## src/hdl/baro_pkg.sv

```systemverilog
// shared widths, constants, register indexes and stage transaction types
// for the barometer compensation core; no dependencies
package baro_pkg;

  // field widths
  localparam int RAW_W   = 24;
  localparam int CAL_W   = 16;
  localparam int TEMP_W  = 19;
  localparam int PRES_W  = 32;
  localparam int CFG_A_W = 3;

  // datapath widths
  localparam int TM_W    = 17;  // |dT|*temp_sens >> 23
  localparam int SQ_W    = 34;  // square of a temperature delta
  localparam int OFF2_W  = 39;
  localparam int SENS2_W = 38;
  localparam int OFF_W   = 42;
  localparam int SENS_W  = 40;
  localparam int SMAG_W  = 39;
  localparam int SLO_W   = 20;  // low slice of |SENS| for the split multiply
  localparam int FULL_W  = 63;
  localparam int P_W     = 44;

  // pipeline depth from accepted transaction to result strobe
  localparam int LATENCY = 11;

  // temperature constants
  localparam logic signed [TEMP_W-1:0] TEMP_BASE = 19'sd2000;
  localparam logic [TM_W-1:0]          COLD_MAG  = 17'd3500;  // 20.00 to -15.00 degrees

  // configuration register indexes
  localparam logic [CFG_A_W-1:0] REG_SENS_T1   = 3'd0;
  localparam logic [CFG_A_W-1:0] REG_OFF_T1    = 3'd1;
  localparam logic [CFG_A_W-1:0] REG_TCS       = 3'd2;
  localparam logic [CFG_A_W-1:0] REG_TCO       = 3'd3;
  localparam logic [CFG_A_W-1:0] REG_T_REF     = 3'd4;
  localparam logic [CFG_A_W-1:0] REG_TEMP_SENS = 3'd5;

  // reset values of the calibration words
  localparam logic [CAL_W-1:0] RST_SENS_T1   = 16'd40127;
  localparam logic [CAL_W-1:0] RST_OFF_T1    = 16'd36924;
  localparam logic [CAL_W-1:0] RST_TCS       = 16'd23317;
  localparam logic [CAL_W-1:0] RST_TCO       = 16'd23282;
  localparam logic [CAL_W-1:0] RST_T_REF     = 16'd33464;
  localparam logic [CAL_W-1:0] RST_TEMP_SENS = 16'd28312;

  // compensated terms handed to the pressure path
  typedef struct packed {
    logic                     vld;
    logic [RAW_W-1:0]         d1;
    logic signed [TEMP_W-1:0] temp;
    logic signed [OFF_W-1:0]  off;
    logic signed [SENS_W-1:0] sens;
  } pres_req_t;

  // finished result
  typedef struct packed {
    logic                     vld;
    logic signed [TEMP_W-1:0] temp;
    logic signed [PRES_W-1:0] pressure;
  } pres_rsp_t;

endpackage

```

## src/hdl/baro_pres_path.sv

```systemverilog
// pressure back end: |SENS| split multiply by D1, offset subtract, shift
// depends on baro_pkg
module baro_pres_path (
  input  logic                clk,
  input  logic                rst_n,
  input  baro_pkg::pres_req_t req,
  output baro_pkg::pres_rsp_t rsp
);

  // valid bits of stages p1..p4, result register separate
  logic [3:0] vld_r;
  logic       out_vld_r;

  // p1: sign and magnitude of SENS
  logic                                       p1_sneg_r, p1_sneg_nxt;
  logic [baro_pkg::SMAG_W-1:0]                p1_smag_r, p1_smag_nxt;
  logic [baro_pkg::RAW_W-1:0]                 p1_d1_r;
  logic signed [baro_pkg::OFF_W-1:0]          p1_off_r;
  logic signed [baro_pkg::TEMP_W-1:0]         p1_temp_r;
  logic signed [baro_pkg::SENS_W-1:0]         sens_abs;

  // p2: partial products
  logic [baro_pkg::RAW_W+baro_pkg::SLO_W-1:0]                  p2_lo_r, p2_lo_nxt;
  logic [baro_pkg::RAW_W+baro_pkg::SMAG_W-baro_pkg::SLO_W-1:0] p2_hi_r, p2_hi_nxt;
  logic                                       p2_sneg_r;
  logic signed [baro_pkg::OFF_W-1:0]          p2_off_r;
  logic signed [baro_pkg::TEMP_W-1:0]         p2_temp_r;

  // p3: full product
  logic [baro_pkg::FULL_W-1:0]                p3_full_r, p3_full_nxt;
  logic                                       p3_sneg_r;
  logic signed [baro_pkg::OFF_W-1:0]          p3_off_r;
  logic signed [baro_pkg::TEMP_W-1:0]         p3_temp_r;

  // p4: signed pressure before the final shift
  logic signed [baro_pkg::P_W-1:0]            p4_p_r, p4_p_nxt;
  logic signed [baro_pkg::TEMP_W-1:0]         p4_temp_r;
  logic signed [baro_pkg::P_W-1:0]            q_s, off_s;

  // result register
  logic signed [baro_pkg::PRES_W-1:0]         out_pres_r, out_pres_nxt;
  logic signed [baro_pkg::TEMP_W-1:0]         out_temp_r;
  logic signed [baro_pkg::P_W-1:0]            p_adj;

  // valid chain
  always_ff @(posedge clk) begin
    if (!rst_n) begin
      vld_r     <= '0;
      out_vld_r <= 1'b0;
    end else begin
      vld_r     <= {vld_r[2:0], req.vld};
      out_vld_r <= vld_r[3];
    end
  end

  // p1 next: absolute value of SENS
  always_comb begin
    p1_sneg_nxt = req.sens[baro_pkg::SENS_W-1];
    sens_abs    = p1_sneg_nxt ? -req.sens : req.sens;
    p1_smag_nxt = sens_abs[baro_pkg::SMAG_W-1:0];
  end

  // p2 next: D1 times low and high slices of |SENS|
  always_comb begin
    p2_lo_nxt = (baro_pkg::RAW_W+baro_pkg::SLO_W)'(p1_d1_r)
              * (baro_pkg::RAW_W+baro_pkg::SLO_W)'(p1_smag_r[baro_pkg::SLO_W-1:0]);
    p2_hi_nxt = (baro_pkg::RAW_W+baro_pkg::SMAG_W-baro_pkg::SLO_W)'(p1_d1_r)
              * (baro_pkg::RAW_W+baro_pkg::SMAG_W-baro_pkg::SLO_W)'(
                  p1_smag_r[baro_pkg::SMAG_W-1:baro_pkg::SLO_W]);
  end

  // p3 next: recombine the partial products
  always_comb begin
    p3_full_nxt = {p2_hi_r, {baro_pkg::SLO_W{1'b0}}} + baro_pkg::FULL_W'(p2_lo_r);
  end

  // p4 next: signed (D1*SENS >> 21) minus OFF
  always_comb begin
    q_s      = $signed({2'b00, p3_full_r[baro_pkg::FULL_W-1:21]});
    off_s    = {{(baro_pkg::P_W-baro_pkg::OFF_W){p3_off_r[baro_pkg::OFF_W-1]}}, p3_off_r};
    p4_p_nxt = p3_sneg_r ? (-q_s - off_s) : (q_s - off_s);
  end

  // result next: divide by 2^15 rounding toward zero, sign-extend to 32 bits
  always_comb begin
    p_adj        = p4_p_r + (p4_p_r[baro_pkg::P_W-1] ? 44'sd32767 : 44'sd0);
    out_pres_nxt = {{3{p_adj[baro_pkg::P_W-1]}}, p_adj[baro_pkg::P_W-1:15]};
  end

  // payload registers
  always_ff @(posedge clk) begin
    p1_sneg_r  <= p1_sneg_nxt;
    p1_smag_r  <= p1_smag_nxt;
    p1_d1_r    <= req.d1;
    p1_off_r   <= req.off;
    p1_temp_r  <= req.temp;
    p2_lo_r    <= p2_lo_nxt;
    p2_hi_r    <= p2_hi_nxt;
    p2_sneg_r  <= p1_sneg_r;
    p2_off_r   <= p1_off_r;
    p2_temp_r  <= p1_temp_r;
    p3_full_r  <= p3_full_nxt;
    p3_sneg_r  <= p2_sneg_r;
    p3_off_r   <= p2_off_r;
    p3_temp_r  <= p2_temp_r;
    p4_p_r     <= p4_p_nxt;
    p4_temp_r  <= p3_temp_r;
    out_pres_r <= out_pres_nxt;
    out_temp_r <= p4_temp_r;
  end

  assign rsp.vld      = out_vld_r;
  assign rsp.temp     = out_temp_r;
  assign rsp.pressure = out_pres_r;

endmodule

```

## config.mk

```make
export PLATFORM = sky130hd
export DESIGN_NAME = baro_pres_path
export DESIGN_NICKNAME = d
export VERILOG_FILES = /design/src/hdl/baro_pkg.sv /design/src/hdl/baro_pres_path.sv
export SDC_FILE = /design/constraint.sdc
export NUM_CORES = 2
export LEC_CHECK = 0
export BUFFER_PORTS_ARGS = -buffer_cell sky130_fd_sc_hd__buf_2
export CAP_MARGIN = 15
export CORE_AREA = 2 2 299 301
export CTS_CLUSTER_SIZE = 28
export DETAILED_ROUTE_END_ITERATION = 7
export DIE_AREA = 0 0 301 303
export PLACE_DENSITY = 0.7
export SLEW_MARGIN = 20
export SYNTH_ARGS = -nofsm -noshare
export SYNTH_HDL_FRONTEND = slang
export SYNTH_SLANG_ARGS = --single-unit
```

## constraint.sdc

```tcl
create_clock -name clk -period 7.5 [get_ports clk]
set_input_delay 1.875 -clock clk [delete_from_list [all_inputs] [get_ports clk]]
set_output_delay 1.875 -clock clk [all_outputs]
set_load 0.01 [all_outputs]
```

# == Word-level counts from Yosys, hierarchy flattened ==
# Index checks and enable logic that the tools add are counted.
# totals
regBits,515
input_bits,128
output_inout_bits,52
word_cells,31
# classes
addsub,6
multipliers,2
n_mux,3
# ops
op,n
adder 63 x 44 -> 63 bit,1
adder 44 x 16 -> 44 bit,1
multiplier 24 x 20 -> 44 bit,1
2-to-1 mux 44 bit,1
negation 42 -> 44 bit,1
subtractor 43 x 42 -> 44 bit,1
subtractor 44 x 42 -> 44 bit,1
multiplier 24 x 19 -> 43 bit,1
2-to-1 mux 39 bit,1
negation 39 bit,1
2-to-1 mux 15 bit,1

# == Depth between registers and ports, before layout ==
# depth
word_depth,3
depth_mapped,28
mapped_depth_nobuf,26

# == Least setup slack after synthesis ==
# No wires, ideal clock.
# synth_path
path_type,register to register
startpoint,register p1_d1_r[7] (netlist name)
endpoint,register p2_lo_r[37] (netlist name)
setup_ns,0.120
arrival_ns,6.651
required_ns,7.380
setup_slack_ns,0.729
stages_incl_launch_ff,27
n_path_buf,2
period_less_slack_ns,6.771
path_cell_list,dfxtp_1 -> clkbuf_1 -> clkbuf_1 -> nand2_1 -> fa_1 -> inv_1 -> fa_1 -> inv_1 -> fa_1 -> inv_1 -> fa_1 -> fa_1 -> fa_1 -> inv_1 -> fa_1 -> inv_1 -> ha_1 -> a21oi_1 -> o21ai_0 -> nor3_1 -> a211oi_1 -> a221oi_2 -> o211ai_1 -> nand3_1 -> a21boi_0 -> nor2_1 -> xnor2_1
# synth_via
elab_chain_cells,1
# synth_lines
item,line_no,source
from (decl),baro_pres_path.sv:17,logic [baro_pkg::RAW_W-1:0] p1_d1_r;
from (signal assigned),baro_pres_path.sv:94,p1_d1_r <= req.d1;
multiplier 24 x 20 -> 44 bit,baro_pres_path.sv:66,* (baro_pkg::RAW_W+baro_pkg::SLO_W)'(p1_smag_r[baro_pkg::SLO_W-1:0]);
"named net p2_lo_nxt, one bit",baro_pres_path.sv:23,"logic [baro_pkg::RAW_W+baro_pkg::SLO_W-1:0] p2_lo_r, p2_lo_nxt;"
to (signal assigned),baro_pres_path.sv:97,p2_lo_r <= p2_lo_nxt;
to (decl),baro_pres_path.sv:23,
# The timed path passes the listed nets, and every way through them passes these cells.
# A chain may end at the register's enable or synchronous reset.

# == Worst setup path in the final report ==
# layout_path
startpoint,register p1_smag_r[8] (netlist name)
endpoint,register p2_lo_r[32] (netlist name)
# layout_via
elab_chain_cells,1
# layout_lines
item,line_no,source
from (decl),baro_pres_path.sv:16,"logic [baro_pkg::SMAG_W-1:0] p1_smag_r, p1_smag_nxt;"
from (signal assigned),baro_pres_path.sv:93,p1_smag_r <= p1_smag_nxt;
multiplier 24 x 20 -> 44 bit,baro_pres_path.sv:66,
"named net p2_lo_nxt, one bit",baro_pres_path.sv:23,
# The timed path passes the listed nets, and every way through them passes these cells.

==> metrics <==
status=complete, no violations; Tcrit/Tclk final=95.7%; largest net degree at the start of global routing=64; slowest CP cell=dfxtp_1; Post-synth ARST share=0%; share of layout cells above drive strength 1=7.82%; total die area=91200 µm²; worst path arrival time=7740 ps; RePlAce Congestion=0.915; Final HPWL DP=93000 µm; Fmax achieved=139 MHz; Post-synth EDFFs=0; clock buffer depth=3; post-synthesis instance total=about 5200; net count of the finished layout=roughly 6700; R2R depth=25; most frequent CP cell=fa_1; Max FO, Critical Path=18; Detailed Routing Iterations Pass 1=7; Slew headroom=31.1%; DR vias/cell=5.29; antenna cells=0; number of remaining DRC errors=0; routed vias=about 35000; CTS Hold Buffers Added=0; max-cap violation count=0; initial drt markers=between 2000 and 2500; average routed wire per standard cell=17.7 µm; Final Max Tran Viols=0; Core Util, Final=59.5%; first-pass GRT wire length=about 190000 µm; clock root buffer=clkbuf_16; r2r setup slk=~320 ps; Post-Synth Simple-Gate Area=14.8%; multiplexer share of the synthesized area=0.258%; Startpoint Class=register; Sink Count=474; Worst Path Required=8060 ps; Reg clk slew, reported paths=approximately 60 ps; Final ANT Viol Nets=0; final wirelength=115000 µm; RSZ-0062 raised after global routing=false; Clock Skew=approximately 77 ps; I/O Pins=180; I/O Buffers=179; Least-Margin Pin Slew=1030 ps; CTS tree=yes; slowest stage delay, CP=800 ps; Total GRT Usage=26.1%; core area=slightly below 90000 µm²; sequential area share after synthesis=roughly 20%; critical path type=register to register; setup_tns=0 ps; YS warnings=0; flops & latches, synth=roughly 470; Hold Path Depth=0; largest family of logic cells by synthesized area=adder cells; initial antenna violation count=1; Hold Fails Final Rpt=0; Synth Cell Area=roughly 48000 µm²; adder-cell share of the synthesized area=43.6%; post-synth net total=between 6000 and 7000; xor-xnor portion of the synthesized cell area=4.27%; Final Setup Violations=0; number of CTS-inserted buffers=53; Worst Hold Class=register to register; Die Span X=301 µm; min Tclk post-route=7180 ps; Synth cell types=79; area grow syn2layout=9.04%; Die Height=303 µm; vias in the first global route=between 30000 and 40000; Avg Cell Area, Syn=~9.3 µm²; H-Tree Depth=2; Compound-Gate Fraction of Synth Area=7.67%; num rows=109; gr ovfl total=0; critical path capture point type=register; Hold WS=299 ps; Synth Flop Type=dfxtp_1; Initial Util=54.6%; worst skew pair latency=between 600 and 700 ps
-- logic make-up (layout without fill, tap and decap cells) --
| kind of cell | Yosys count | in the layout |
|---|---|---|
| AO/OA/AOI/OAI | 566 | 566 |
| buffers and inverters | 1227 | 1399 |
| XOR/XNOR | 234 | 234 |
| multiplexers | 12 | 12 |
| adder cells (fa/ha/maj) | 1212 | 1212 |
| AND/OR/NAND/NOR | 1463 | 1463 |
| flip-flops | 474 | 474 |
-- layout make-up --
| cell class | instances | area [µm²] |
|---|---|---|
| repair buffers | 277 | 1750 |
| fillers | 7544 | 35600 |
| multi-input cells | 3487 | 33900 |
| clock buffers | 63 | 1420 |
| flip-flops and latches | 474 | 9510 |
| well taps | 1165 | 1460 |
| clock inverters | 36 | 482 |
| inverters | 1023 | 3840 |
-- repair_timing --
action / 4_1_cts / 5_1_grt
gates resized for setup: 0 / 18
setup buffers: 0 / 0
setup endpoints to repair: 0 / 13
-- path summary, 6_finish.rpt --
check / start / to
setup / recovery: p1_smag_r[8]$_DFF_P_ / p2_lo_r[32]$_DFF_P_
hold / removal: p4_temp_r[16]$_DFF_P_ / out_temp_r[16]$_DFF_P_
setup reg to reg: p1_smag_r[8]$_DFF_P_ / p2_lo_r[32]$_DFF_P_
hold reg to reg: p4_temp_r[16]$_DFF_P_ / out_temp_r[16]$_DFF_P_
-- critical path: cells and delay by family, from the launching register on --
kind,cells,cell delay (ps)
adders and majority gates,8,3670
AOI/OAI and AO/OA,8,1360
DFF,1,800
buffers and inverters,6,580
and+or+nand+nor,2,480
xor gates and xnor gates,1,150
-- Yosys cell counts, types with 11 or more instances --
| cell type | number | area (µm²) |
|---|---|---|
| o21bai_1 | 30 | 225 |
| o31ai_1 | 21 | 158 |
| a21oi_1 | 160 | 801 |
| ha_1 | 445 | 5570 |
| nand2b_1 | 26 | 163 |
| or3_1 | 13 | 81.3 |
| nand4_1 | 27 | 169 |
| o211ai_1 | 14 | 105 |
| xnor2_1 | 169 | 1480 |
| a31oi_1 | 22 | 138 |
| o21ai_0 | 112 | 561 |
| nand3_1 | 55 | 275 |
| and2_1 | 403 | 2520 |
| or4_1 | 11 | 82.6 |
| clkbuf_1 | 194 | 728 |
| nand2_1 | 654 | 2450 |
| inv_1 | 1023 | 3840 |
| nor2_1 | 146 | 548 |
| fa_1 | 767 | 15400 |
| a21o_1 | 66 | 495 |
| a211oi_1 | 19 | 143 |
| nor2b_1 | 26 | 163 |
| and3_1 | 18 | 113 |
| dfxtp_1 | 474 | 9490 |
| o21a_1 | 17 | 128 |
| nor3_1 | 46 | 230 |
| xor2_1 | 65 | 569 |
| and4_1 | 12 | 105 |
-- flip-flops by register name, indices dropped and copies added, names as in the netlist, 29 cells and up --
register / count
p3_full_r: 42
p1_smag_r: 39
p4_p_r: 44
out_pres_r: 29
p3_off_r: 42
p2_hi_r: 43
p2_off_r: 42
p1_off_r: 42
-- routing by layer --
layer	track usage (%)	routed length, µm	up-vias
li1	-	-	16200
met1	36.2	50800	17000
met2	42.1	52800	1106
met3	3.99	8190	208
met4	8.53	3550	0
met5	0	0	-
-- per-stage QoR --
stage / std cells / setup slack [ps] / cell area, µm²
6_report: 6525 / 322 / 52300
5_1_grt: 6525 / 7.65 / 52300
4_1_cts: 6525 / 23.8 / 52300
3_5_place_dp: 6426 / 174 / 50400
3_3_place_gp: 6426 / 302 / 50400
2_1_floorplan: 5188 / 729 / 48000
-- placed cells by master, fill, tap and decap left out, types with 11 or more instances in the layout --
cell type     n
clkbuf_16    53
dfxtp_1     456
fa_1        767
inv_1      1023
nor3_1       46
nand4_1      27
nand3_1      55
a21oi_1     160
a31oi_1      22
or4_1        11
dfxtp_2      18
o21bai_1     30
nand2b_1     26
o211ai_1     14
and2_1      403
a21o_1       66
nor2b_1      26
buf_2       179
o21a_1       17
and4_1       12
o21ai_0     112
and3_1       18
o31ai_1      21
xor2_1       65
or3_1        13
nand2_1     654
a211oi_1     19
ha_1        445
xnor2_1     169
buf_4        88
nor2_1      146
Power is left out: the tool's default activity adds up to more than one toggle a clock period on the data nets, which glitch-free logic cannot reach.
